===== src/hdl/bffa_pkg.sv =====
`timescale 1ns / 1ps
// ----------------------------------------------------------------------------
// bffa_pkg
// Shared types and constants of the bitmap first-fit block allocator: field
// widths, command and status codes, and the layout of one bitmap row.
// ----------------------------------------------------------------------------
package bffa_pkg;

    // parameter defaults
    localparam int BLOCK_BYTES_DEF = 16;
    localparam int NUM_BLOCKS_DEF  = 1024;

    // one bitmap row holds this many blocks
    localparam int WORD_BITS  = 8;
    localparam int WORD_SHIFT = $clog2(WORD_BITS);

    // item field widths
    localparam int SIZE_W = 15;
    localparam int IDX_W  = 10;
    localparam int CNT_W  = 11;

    // ceiling divider: dividend is size plus the rounding term
    localparam int DIVD_W = 16;

    // command codes
    localparam logic CMD_ALLOC = 1'b0;
    localparam logic CMD_FREE  = 1'b1;

    // status codes
    localparam logic ST_OK      = 1'b0;
    localparam logic ST_NOSPACE = 1'b1;

    // one row of the bitmap: used bits and continues-to-next bits
    typedef struct packed {
        logic [WORD_BITS-1:0] used;
        logic [WORD_BITS-1:0] cont;
    } t_row;

endpackage


===== src/hdl/bffa_ceil_div.sv =====
`timescale 1ns / 1ps
// ----------------------------------------------------------------------------
// bffa_ceil_div
// Turns a byte size into a block count, rounding up. The rounded-up dividend
// is registered, then multiplied by a fixed reciprocal of the block size;
// the product is registered as the quotient, with done raised alongside it.
// ----------------------------------------------------------------------------
module bffa_ceil_div #(
    parameter int BLOCK_BYTES = bffa_pkg::BLOCK_BYTES_DEF
) (
    input  logic                        i_clk,
    input  logic                        i_rst_n,
    input  logic                        i_start,
    input  logic [bffa_pkg::SIZE_W-1:0] i_size,
    output logic                        o_done,
    output logic [bffa_pkg::DIVD_W-1:0] o_quot
);

    localparam int DW  = bffa_pkg::DIVD_W;
    localparam int LG  = $clog2(BLOCK_BYTES);
    localparam int SH  = DW + LG;
    localparam int MW  = DW + 1;
    localparam int PRW = DW + MW;
    localparam longint SCALE = longint'(1) << SH;
    localparam logic [MW-1:0] RECIP =
        MW'((SCALE + longint'(BLOCK_BYTES) - 1) / longint'(BLOCK_BYTES));
    localparam logic [DW-1:0] ROUND = DW'(BLOCK_BYTES - 1);

    logic           r_pend;
    logic           r_done;
    logic [DW-1:0]  r_divd;
    logic [DW-1:0]  r_quot;
    logic [PRW-1:0] prod;

    // reciprocal multiply, exact for every dividend below 2**DW because the
    // rounding error of the reciprocal stays below 2**LG
    assign prod = {{MW{1'b0}}, r_divd} * {{DW{1'b0}}, RECIP};

    // stage control
    always_ff @(posedge i_clk) begin
        if (!i_rst_n) begin
            r_pend <= 1'b0;
            r_done <= 1'b0;
        end else begin
            r_pend <= i_start;
            r_done <= r_pend;
        end
    end

    // dividend capture and quotient register
    always_ff @(posedge i_clk) begin
        if (i_start) begin
            r_divd <= DW'(i_size) + ROUND;
        end
        if (r_pend) begin
            r_quot <= DW'(prod >> SH);
        end
    end

    assign o_done = r_done;
    assign o_quot = r_quot;

endmodule


===== src/hdl/bffa_map_ram.sv =====
`timescale 1ns / 1ps
// ----------------------------------------------------------------------------
// bffa_map_ram
// Bitmap store: one row of used and continuation bits per entry, one write
// port and one registered read port. A read of the row written in the same
// cycle returns the old contents; the controller issues such reads only where it ignores the data.
// ----------------------------------------------------------------------------
module bffa_map_ram #(
    parameter int DEPTH = 128,
    parameter int AW    = 7
) (
    input  logic                 i_clk,
    input  logic                 i_we,
    input  logic [AW-1:0]        i_waddr,
    input  bffa_pkg::t_row       i_wdata,
    input  logic [AW-1:0]        i_raddr,
    output bffa_pkg::t_row       o_rdata
);

    bffa_pkg::t_row r_mem [DEPTH];
    bffa_pkg::t_row r_rdata;

    // write port
    always_ff @(posedge i_clk) begin
        if (i_we) begin
            r_mem[i_waddr] <= i_wdata;
        end
    end

    // registered read port
    always_ff @(posedge i_clk) begin
        r_rdata <= r_mem[i_raddr];
    end

    assign o_rdata = r_rdata;

endmodule


===== src/hdl/bitmap_first_fit_block_allocator_top.sv =====
`timescale 1ns / 1ps
// ----------------------------------------------------------------------------
// bitmap_first_fit_block_allocator_top
// First-fit block allocator over a used/continuation bitmap held in a
// synchronous RAM, eight blocks per row.
// ----------------------------------------------------------------------------
// An item is taken when start is high and busy is low; its result appears on
// o_status, o_run_head and o_block_count for exactly one cycle, flagged by
// o_valid, in the cycle busy falls, and must be captured then: the receiver
// has no way to stall it. After reset the block clears every row of the
// bitmap RAM with busy high. An allocate first waits for the ceiling divider,
// then scans one RAM row per cycle from block 0 (at most NUM_BLOCKS/8 rows),
// reloads the first row of the run and marks each row the run covers.
// Zero-size and oversized requests finish as soon as the divider is done.
// A free walks each row its run touches, stopping at the last row; a free
// start beyond the last block is answered in the next cycle, with busy
// staying low.
// ----------------------------------------------------------------------------
module bitmap_first_fit_block_allocator_top #(
    parameter int BLOCK_BYTES = bffa_pkg::BLOCK_BYTES_DEF,
    parameter int NUM_BLOCKS  = bffa_pkg::NUM_BLOCKS_DEF
) (
    input  logic                        i_clk,
    input  logic                        i_rst_n,
    input  logic                        start,
    output logic                        busy,
    input  logic                        i_command,
    input  logic [bffa_pkg::SIZE_W-1:0] i_size_bytes,
    input  logic [bffa_pkg::IDX_W-1:0]  i_start_block,
    output logic                        o_valid,
    output logic                        o_status,
    output logic [bffa_pkg::IDX_W-1:0]  o_run_head,
    output logic [bffa_pkg::CNT_W-1:0]  o_block_count
);

    localparam int WB  = bffa_pkg::WORD_BITS;
    localparam int WS  = bffa_pkg::WORD_SHIFT;
    localparam int IW  = bffa_pkg::IDX_W;
    localparam int OCW = bffa_pkg::CNT_W;
    localparam int DW  = bffa_pkg::DIVD_W;
    localparam int NR  = (NUM_BLOCKS + WB - 1) / WB;
    localparam int RW  = (NR > 1) ? $clog2(NR) : 1;
    localparam int PW  = RW + WS;
    localparam int BW  = $clog2(NUM_BLOCKS);
    localparam int CW  = BW + 1;
    localparam logic [RW-1:0] LAST_ROW = RW'(NR - 1);
    localparam logic [PW:0]   NB       = (PW + 1)'(NUM_BLOCKS);

    typedef enum logic [6:0] {
        S_CLEAR = 7'b0000001,
        S_IDLE  = 7'b0000010,
        S_DIV   = 7'b0000100,
        S_SCAN  = 7'b0001000,
        S_LOAD  = 7'b0010000,
        S_MARK  = 7'b0100000,
        S_FREE  = 7'b1000000
    } t_state;

    t_state r_state, n_state;
    logic [RW-1:0] r_row, n_row;
    logic [CW-1:0] r_run, n_run;
    logic [CW-1:0] r_need, n_need;
    logic [PW-1:0] r_first, n_first;
    logic [PW-1:0] r_end, n_end;
    logic [PW-1:0] r_start_pos, n_start_pos;
    logic [IW-1:0] r_start_idx, n_start_idx;
    logic [CW-1:0] r_count, n_count;
    logic          r_valid, n_valid;
    logic          r_status, n_status;
    logic [IW-1:0] r_index, n_index;
    logic [OCW-1:0] r_out_count, n_out_count;

    // divider and ram hookup
    logic                 div_start;
    logic                 div_done;
    logic [DW-1:0]        div_quot;
    logic                 ram_we;
    logic [RW-1:0]        ram_waddr;
    bffa_pkg::t_row       ram_wdata;
    logic [RW-1:0]        ram_raddr;
    bffa_pkg::t_row       ram_rdata;

    bffa_ceil_div #(
        .BLOCK_BYTES (BLOCK_BYTES)
    ) u_div (
        .i_clk   (i_clk),
        .i_rst_n (i_rst_n),
        .i_start (div_start),
        .i_size  (i_size_bytes),
        .o_done  (div_done),
        .o_quot  (div_quot)
    );

    bffa_map_ram #(
        .DEPTH (NR),
        .AW    (RW)
    ) u_ram (
        .i_clk   (i_clk),
        .i_we    (ram_we),
        .i_waddr (ram_waddr),
        .i_wdata (ram_wdata),
        .i_raddr (ram_raddr),
        .o_rdata (ram_rdata)
    );

    // width conversions of request and result values
    logic [PW+IW-1:0]  start_wide;
    logic [PW-1:0]     start_pos;
    logic              start_in_range;
    logic [CW+DW-1:0]  need_wide;
    logic [CW-1:0]     quot_need;
    logic              quot_too_big;
    logic [IW+PW-1:0]  first_wide;
    logic [IW-1:0]     first_idx;
    logic [OCW+CW-1:0] need_out_wide;
    logic [OCW-1:0]    need_out;
    logic [OCW+CW-1:0] free_out_wide;
    logic [OCW-1:0]    free_out;

    assign start_wide     = {{PW{1'b0}}, i_start_block};
    assign start_pos      = start_wide[PW-1:0];
    assign start_in_range = (32'(i_start_block) < 32'(NUM_BLOCKS));
    assign need_wide      = {{CW{1'b0}}, div_quot};
    assign quot_need      = need_wide[CW-1:0];
    assign quot_too_big   = (32'(div_quot) > 32'(NUM_BLOCKS));
    assign first_wide     = {{IW{1'b0}}, r_first};
    assign first_idx      = first_wide[IW-1:0];
    assign need_out_wide  = {{OCW{1'b0}}, r_need};
    assign need_out       = need_out_wide[OCW-1:0];

    // scan of one row: extend the free run, find where it reaches the need
    logic [CW-1:0]    scan_run;
    logic             scan_hit;
    logic [WS-1:0]    scan_bit;
    logic [PW-1:0]    scan_end;
    logic [PW+CW-1:0] scan_first_wide;
    logic [PW-1:0]    scan_first;

    always_comb begin
        logic [PW-1:0] pos;
        scan_run = r_run;
        scan_hit = 1'b0;
        scan_bit = '0;
        for (int j = 0; j < WB; j++) begin
            pos = {r_row, WS'(j)};
            if (ram_rdata.used[j] || ({1'b0, pos} >= NB)) begin
                scan_run = '0;
            end else begin
                scan_run = CW'(scan_run + 1'b1);
            end
            if (!scan_hit && (scan_run == r_need)) begin
                scan_hit = 1'b1;
                scan_bit = WS'(j);
            end
        end
    end

    assign scan_end        = {r_row, scan_bit};
    assign scan_first_wide = {{CW{1'b0}}, scan_end} + (PW + CW)'(1) - {{PW{1'b0}}, r_need};
    assign scan_first      = scan_first_wide[PW-1:0];

    // marking of one row of the new run
    bffa_pkg::t_row mark_row;

    always_comb begin
        logic [PW-1:0] pos;
        logic          in_run;
        for (int j = 0; j < WB; j++) begin
            pos    = {r_row, WS'(j)};
            in_run = (pos >= r_first) && (pos <= r_end);
            mark_row.used[j] = ram_rdata.used[j] | in_run;
            mark_row.cont[j] = in_run ? (pos != r_end) : ram_rdata.cont[j];
        end
    end

    // free walk over one row
    bffa_pkg::t_row free_row;
    logic [CW-1:0]  free_cnt;
    logic           free_more;
    logic           free_done;

    always_comb begin
        logic [PW-1:0] pos;
        logic          act;
        free_more = 1'b1;
        free_cnt  = r_count;
        for (int j = 0; j < WB; j++) begin
            pos = {r_row, WS'(j)};
            act = free_more && (pos >= r_start_pos) && ({1'b0, pos} < NB);
            free_row.used[j] = act ? 1'b0 : ram_rdata.used[j];
            free_row.cont[j] = act ? 1'b0 : ram_rdata.cont[j];
            if (act) begin
                free_cnt = CW'(free_cnt + 1'b1);
                if (!ram_rdata.cont[j]) begin
                    free_more = 1'b0;
                end
            end
        end
    end

    assign free_done     = !free_more || (r_row == LAST_ROW);
    assign free_out_wide = {{OCW{1'b0}}, free_cnt};
    assign free_out      = free_out_wide[OCW-1:0];

    // sequencer
    always_comb begin
        n_state     = r_state;
        n_row       = r_row;
        n_run       = r_run;
        n_need      = r_need;
        n_first     = r_first;
        n_end       = r_end;
        n_start_pos = r_start_pos;
        n_start_idx = r_start_idx;
        n_count     = r_count;
        n_valid     = 1'b0;
        n_status    = r_status;
        n_index     = r_index;
        n_out_count = r_out_count;
        div_start   = 1'b0;
        ram_we      = 1'b0;
        ram_waddr   = r_row;
        ram_wdata   = '0;
        ram_raddr   = r_row;
        unique case (r_state)
            S_CLEAR: begin
                ram_we = 1'b1;
                if (r_row == LAST_ROW) begin
                    n_row   = '0;
                    n_state = S_IDLE;
                end else begin
                    n_row = RW'(r_row + 1'b1);
                end
            end
            S_IDLE: begin
                if (start) begin
                    if (i_command == bffa_pkg::CMD_ALLOC) begin
                        div_start = 1'b1;
                        n_state   = S_DIV;
                    end else if (start_in_range) begin
                        n_start_pos = start_pos;
                        n_start_idx = i_start_block;
                        n_row       = start_pos[PW-1:WS];
                        ram_raddr   = start_pos[PW-1:WS];
                        n_count     = '0;
                        n_state     = S_FREE;
                    end else begin
                        n_valid     = 1'b1;
                        n_status    = bffa_pkg::ST_OK;
                        n_index     = i_start_block;
                        n_out_count = '0;
                    end
                end
            end
            S_DIV: begin
                if (div_done) begin
                    if (div_quot == '0) begin
                        n_valid     = 1'b1;
                        n_status    = bffa_pkg::ST_OK;
                        n_index     = '0;
                        n_out_count = '0;
                        n_state     = S_IDLE;
                    end else if (quot_too_big) begin
                        n_valid     = 1'b1;
                        n_status    = bffa_pkg::ST_NOSPACE;
                        n_index     = '0;
                        n_out_count = '0;
                        n_state     = S_IDLE;
                    end else begin
                        n_need    = quot_need;
                        n_run     = '0;
                        n_row     = '0;
                        ram_raddr = '0;
                        n_state   = S_SCAN;
                    end
                end
            end
            S_SCAN: begin
                n_run     = scan_run;
                ram_raddr = (r_row == LAST_ROW) ? r_row : RW'(r_row + 1'b1);
                n_row     = (r_row == LAST_ROW) ? r_row : RW'(r_row + 1'b1);
                if (scan_hit) begin
                    n_end   = scan_end;
                    n_first = scan_first;
                    n_row   = scan_first[PW-1:WS];
                    n_state = S_LOAD;
                end else if (r_row == LAST_ROW) begin
                    n_valid     = 1'b1;
                    n_status    = bffa_pkg::ST_NOSPACE;
                    n_index     = '0;
                    n_out_count = '0;
                    n_state     = S_IDLE;
                end
            end
            S_LOAD: begin
                ram_raddr = r_row;
                n_state   = S_MARK;
            end
            S_MARK: begin
                ram_we    = 1'b1;
                ram_wdata = mark_row;
                if (r_row == r_end[PW-1:WS]) begin
                    n_valid     = 1'b1;
                    n_status    = bffa_pkg::ST_OK;
                    n_index     = first_idx;
                    n_out_count = need_out;
                    n_state     = S_IDLE;
                end else begin
                    n_row     = RW'(r_row + 1'b1);
                    ram_raddr = RW'(r_row + 1'b1);
                end
            end
            S_FREE: begin
                ram_we    = 1'b1;
                ram_wdata = free_row;
                n_count   = free_cnt;
                if (free_done) begin
                    n_valid     = 1'b1;
                    n_status    = bffa_pkg::ST_OK;
                    n_index     = r_start_idx;
                    n_out_count = free_out;
                    n_state     = S_IDLE;
                end else begin
                    n_row     = RW'(r_row + 1'b1);
                    ram_raddr = RW'(r_row + 1'b1);
                end
            end
            default: begin
                n_row   = '0;
                n_state = S_CLEAR;
            end
        endcase
    end

    // control registers
    always_ff @(posedge i_clk) begin
        if (!i_rst_n) begin
            r_state <= S_CLEAR;
            r_row   <= '0;
            r_valid <= 1'b0;
        end else begin
            r_state <= n_state;
            r_row   <= n_row;
            r_valid <= n_valid;
        end
    end

    // request context and result registers
    always_ff @(posedge i_clk) begin
        r_run       <= n_run;
        r_need      <= n_need;
        r_first     <= n_first;
        r_end       <= n_end;
        r_start_pos <= n_start_pos;
        r_start_idx <= n_start_idx;
        r_count     <= n_count;
        r_status    <= n_status;
        r_index     <= n_index;
        r_out_count <= n_out_count;
    end

    assign busy          = (r_state != S_IDLE);
    assign o_valid       = r_valid;
    assign o_status      = r_status;
    assign o_run_head    = r_index;
    assign o_block_count = r_out_count;

`ifndef SYNTHESIS
    // a result only shows once the walk or scan has handed back control
    a_valid_idle : assert property (@(posedge i_clk) disable iff (!i_rst_n)
        o_valid |-> (r_state == S_IDLE))
        else $error("result strobe outside idle");

    // the divider finishes only while its quotient is awaited
    a_div_state : assert property (@(posedge i_clk) disable iff (!i_rst_n)
        div_done |-> (r_state == S_DIV))
        else $error("divider finished outside divide state");

    // a refused allocate reports nothing else
    a_nospace_zero : assert property (@(posedge i_clk) disable iff (!i_rst_n)
        (o_valid && (o_status == bffa_pkg::ST_NOSPACE)) |->
        ((o_run_head == '0) && (o_block_count == '0)))
        else $error("no-space result with nonzero index or count");

    // marking writes only rows that the new run covers
    a_mark_rows : assert property (@(posedge i_clk) disable iff (!i_rst_n)
        (ram_we && (r_state == S_MARK)) |->
        ((r_row >= r_first[PW-1:WS]) && (r_row <= r_end[PW-1:WS])))
        else $error("mark write outside the run");
`endif

endmodule

===== config.mk =====
export PLATFORM = sky130hd
export DESIGN_NAME = bitmap_first_fit_block_allocator_top
export DESIGN_NICKNAME = d
export VERILOG_FILES = /design/src/hdl/bffa_pkg.sv /design/src/hdl/bffa_ceil_div.sv /design/src/hdl/bffa_map_ram.sv /design/src/hdl/bitmap_first_fit_block_allocator_top.sv
export SDC_FILE = /design/constraint.sdc
export NUM_CORES = 2
export LEC_CHECK = 0
export CAP_MARGIN = 10
export CORE_MARGIN = 1.5
export CORE_UTILIZATION = 37
export CTS_CLUSTER_SIZE = 12
export DETAILED_ROUTE_END_ITERATION = 10
export DONT_BUFFER_PORTS = 1
export PLACE_DENSITY_LB_ADDON = 0.08
export SLEW_MARGIN = 20
export SYNTH_ARGS = -nofsm -noshare
export SYNTH_HDL_FRONTEND = slang
export SYNTH_SLANG_ARGS = --single-unit

===== constraint.sdc =====
create_clock -name i_clk -period 12.6 [get_ports i_clk]
set_input_delay 0.63 -clock i_clk [delete_from_list [all_inputs] [get_ports i_clk]]
set_output_delay 0.63 -clock i_clk [all_outputs]
set_load 0.01 [all_outputs]

==> results.cfg <==
[sta]
min_period_ns = 9.91
tightestPinTransition_ns = 1.13
max_clock_freq_mhz = 101
finalMaxSlewViolations = 0
fin_setup_tns_ns = 0
final.setup_skew_ns = 0.0629
final.setup.worst_slack_ns = 2.69
rsz0062_at_grt = no
timing.final.crit_share_pct = 78.7
hold_violations = 0
whs_ns = 0.0882
setup_viol = 0
maxSlewHeadroom_pct = 23.8

[critical_path]
crit_path_top_delay_cell = or4_1
critPathRequiredTime_ns = 13.37
crit_type = register to register
timing.rr.start = r_run[0]
arrival_ns = 10.68
r2r_end = r_row[6]
end_kind = register
reg2reg_depth = 40
critPathLaunch = r_run[0]
startpoint_type = register
cp_max_fo = 11
r2r_slack_ns = 2.69
endpoint = r_row[6]
critical-path-max-stage-delay_ns = 0.63
crit_top_cell = ha_1

[logic_synthesis]
synth_largest_area_cell = edfxtp_1
synth_edf_count = 2157
postSynthCellCount = 5146
syn-cell-area_sq_um = 91700
synth_top_family_by_area = multiplexers
synthSimpleGateAreaFrac_pct = 5.82
yosys_register_bits = 2190
synth-compound-area-share_pct = 5.05
yosysWarningCount = 0
syn_nets = 5235
synth_fa_ha_area_share_pct = 0.827
netlist-cell-type-count = 105
ys_seq_area_share_pct = 71.3
async_reset_ff_share_pct = 0
synth_xor_area_share_pct = 2.05
avgSynthCellArea_sq_um = 17.8
synth_ff_type = edfxtp_1
synth_mux_area_share_pct = 13.4
yosysTopAreaCellShare_pct = 70.6
synth.area.top_cells = edfxtp_1 71%, mux4_2 13%, xnor2_1 1.3%

[finish]
multi_input_area_sq_um = 25400
layout_common_cells = 2157 x edfxtp_1, 512 x mux4_2, 255 x nor2_1
syn2layout_area_growth_pct = 14.1
seqCellArea_sq_um = 65400
fillers = 21700
drive_above_1_share_pct = 21.6
final_common_cell = edfxtp_1
layout.nets = 5424

[detailed_routing]
wl_per_cell_um = 30.0
route.detailed.drc = 0
via_count = 49500
viasPerCell = 5.60
dr.pass1.iters = 5
drtIter0Drc = 4511
final_antenna_net_count = 0
wl_mm = 265

[global_routing]
grt_max_degree = 129
overflow = 0
first_global_vias = 49700
grt.total_usage_pct = 21.0
grt_first_pass_wirelength_mm = 377
antenna_found_initial = 9

[power_and_ir_drop]
p_total_mw = 15.5
powerDensity_nw_per_um2 = 148
irDropWorstVdd_mv = 0.150
power_leakage_nw = 35.6

[clock_tree]
numCtsBuffers = 232
cts_tree = built
cts.sinks = 2190
clockRootBuffer = clkbuf_16
cts_resized = 0
cts_buffer_depth = 3
clk_pin_slew_ns = 0.06
htree_levels = 4
worst_skew_pair.late_latency_ns = 0.89

[placement]
gp_congestion = 0.838
port_buffers = 0
dp_slack_ns = 2.74
dpl.hpwl_mm = 160

[floorplan]
io_pins = 53
dieWidth_um = 501
die-area_sq_um = 251000
fp-row-count = 182
core_sq_um = 246000
die_h_um = 501
start_util_pct = 37.3

[flow_run]
drv_cap = 0

[hold_path]
worstHoldStart = i_size_bytes[12]
hold_path.class = primary input to register

[status]
status = finished, final reports clean
[metrics by stage]
stage / instances / util (%) / cell area, sq um
floorplan: 5146 / - / 91700
global placement: 8387 / 39.4 / 96900
detailed placement: 8388 / 39.4 / 97000
CTS: 8836 / 42.5 / 105000
global route: 8838 / 42.5 / 105000
finish: 8843 / 42.5 / 105000
[worst min path at each step]
stage	endpoint	cells past startpoint	slack (ns)
floorplan	u_div.o_quot[0]	0	0.40
global placement	u_div.o_quot[2]	0	0.40
detailed placement	u_div.o_quot[10]	0	0.41
CTS	u_div.r_divd[7]	2	0.01
global route	u_div.r_divd[7]	2	0.03
finish	u_div.r_divd[13]	2	0.09
[cell families after synthesis]
kind of cell | Yosys count
XOR/XNOR | 205
flip-flops | 2190
AND/OR/NAND/NOR | 1062
buffers and inverters | 365
adder cells (fa/ha/maj) | 60
AO/OA/AOI/OAI | 681
multiplexers | 583
[per-layer routing]
| metal | routed length, um | GRT usage, % | vias to the layer above | share of wire (%) |
|---|---|---|---|---|
| li1 | - | - | 21400 | - |
| met4 | 7750 | 6.22 | 2 | 2.9 |
| met5 | 8 | 0 | - | 0.0030 |
| met3 | 11500 | 2.69 | 335 | 4.3 |
| met1 | 118000 | 29.5 | 26500 | 45 |
| met2 | 127000 | 34.0 | 1269 | 48 |
[flip-flops by register name, summed over array words and instances (netlist names), 11 cells and up]
| name | count |
|---|---|
| need_out | 11 |
| o_block_count | 11 |
| r_count | 11 |
| r_run | 11 |
| u_div.o_quot | 12 |
| u_div.r_divd | 12 |
| u_ram.o_rdata | 16 |
| u_ram.r_mem | 2048 |
[layout make-up]
| cell class | count | area share, % |
|---|---|---|
| flip-flops and latches | 2190 | 62.5 |
| multi-input cells | 2591 | 24.3 |
| clock buffers | 309 | 5.95 |
| well taps | 3312 | 3.96 |
| repair buffers | 243 | 1.98 |
| clock inverters | 115 | 1.04 |
| inverters | 77 | 0.276 |
| diodes | 6 | 0.0143 |
[cells in the mapped netlist, drive strengths merged, types with 7 or more instances]
master,count
clkbuf,210
or3,32
inv,74
o32a,10
xnor2,140
o211ai,9
o22ai,72
o21a,8
mux2i,58
ha,59
o31ai,11
buf,78
nor4,70
mux2,13
or4,13
edfxtp,2157
xor2,61
a211o,7
nor4b,8
or2,11
mux4,512
a31oi,88
nor3,54
o21ai,70
nor2b,37
nand3,208
and2,30
nor3b,11
nand2,177
nand4,27
nand4b,7
a21o,25
nor2,309
a22oi,134
nand2b,19
dfxtp,33
a21oi,145
a211oi,22
and3,26
[power by group]
group	total (mW)	switching, mW	internal, mW	leakage, nW
sequential	7.95	0.0348	7.91	22.4
clock	6.60	2.89	3.71	3.54
combinational	0.901	0.577	0.324	9.71
[timing repair]
action | CTS | global route
buffers inserted | 0 | 0
hold buffers | 24 | 0
endpoints found under the hold margin | 34 | 0
[critical path: cells and delay by family, from the launching register on]
family,cells,cell delay [ns]
simple gates,14,3.88
mux,3,0.69
flops,1,0.50
compound gates,9,1.59
buf+inv,3,0.21
fa+ha+maj,8,2.37
xor+xnor,3,0.59
Note: power is estimated with default switching activity, not from simulation.
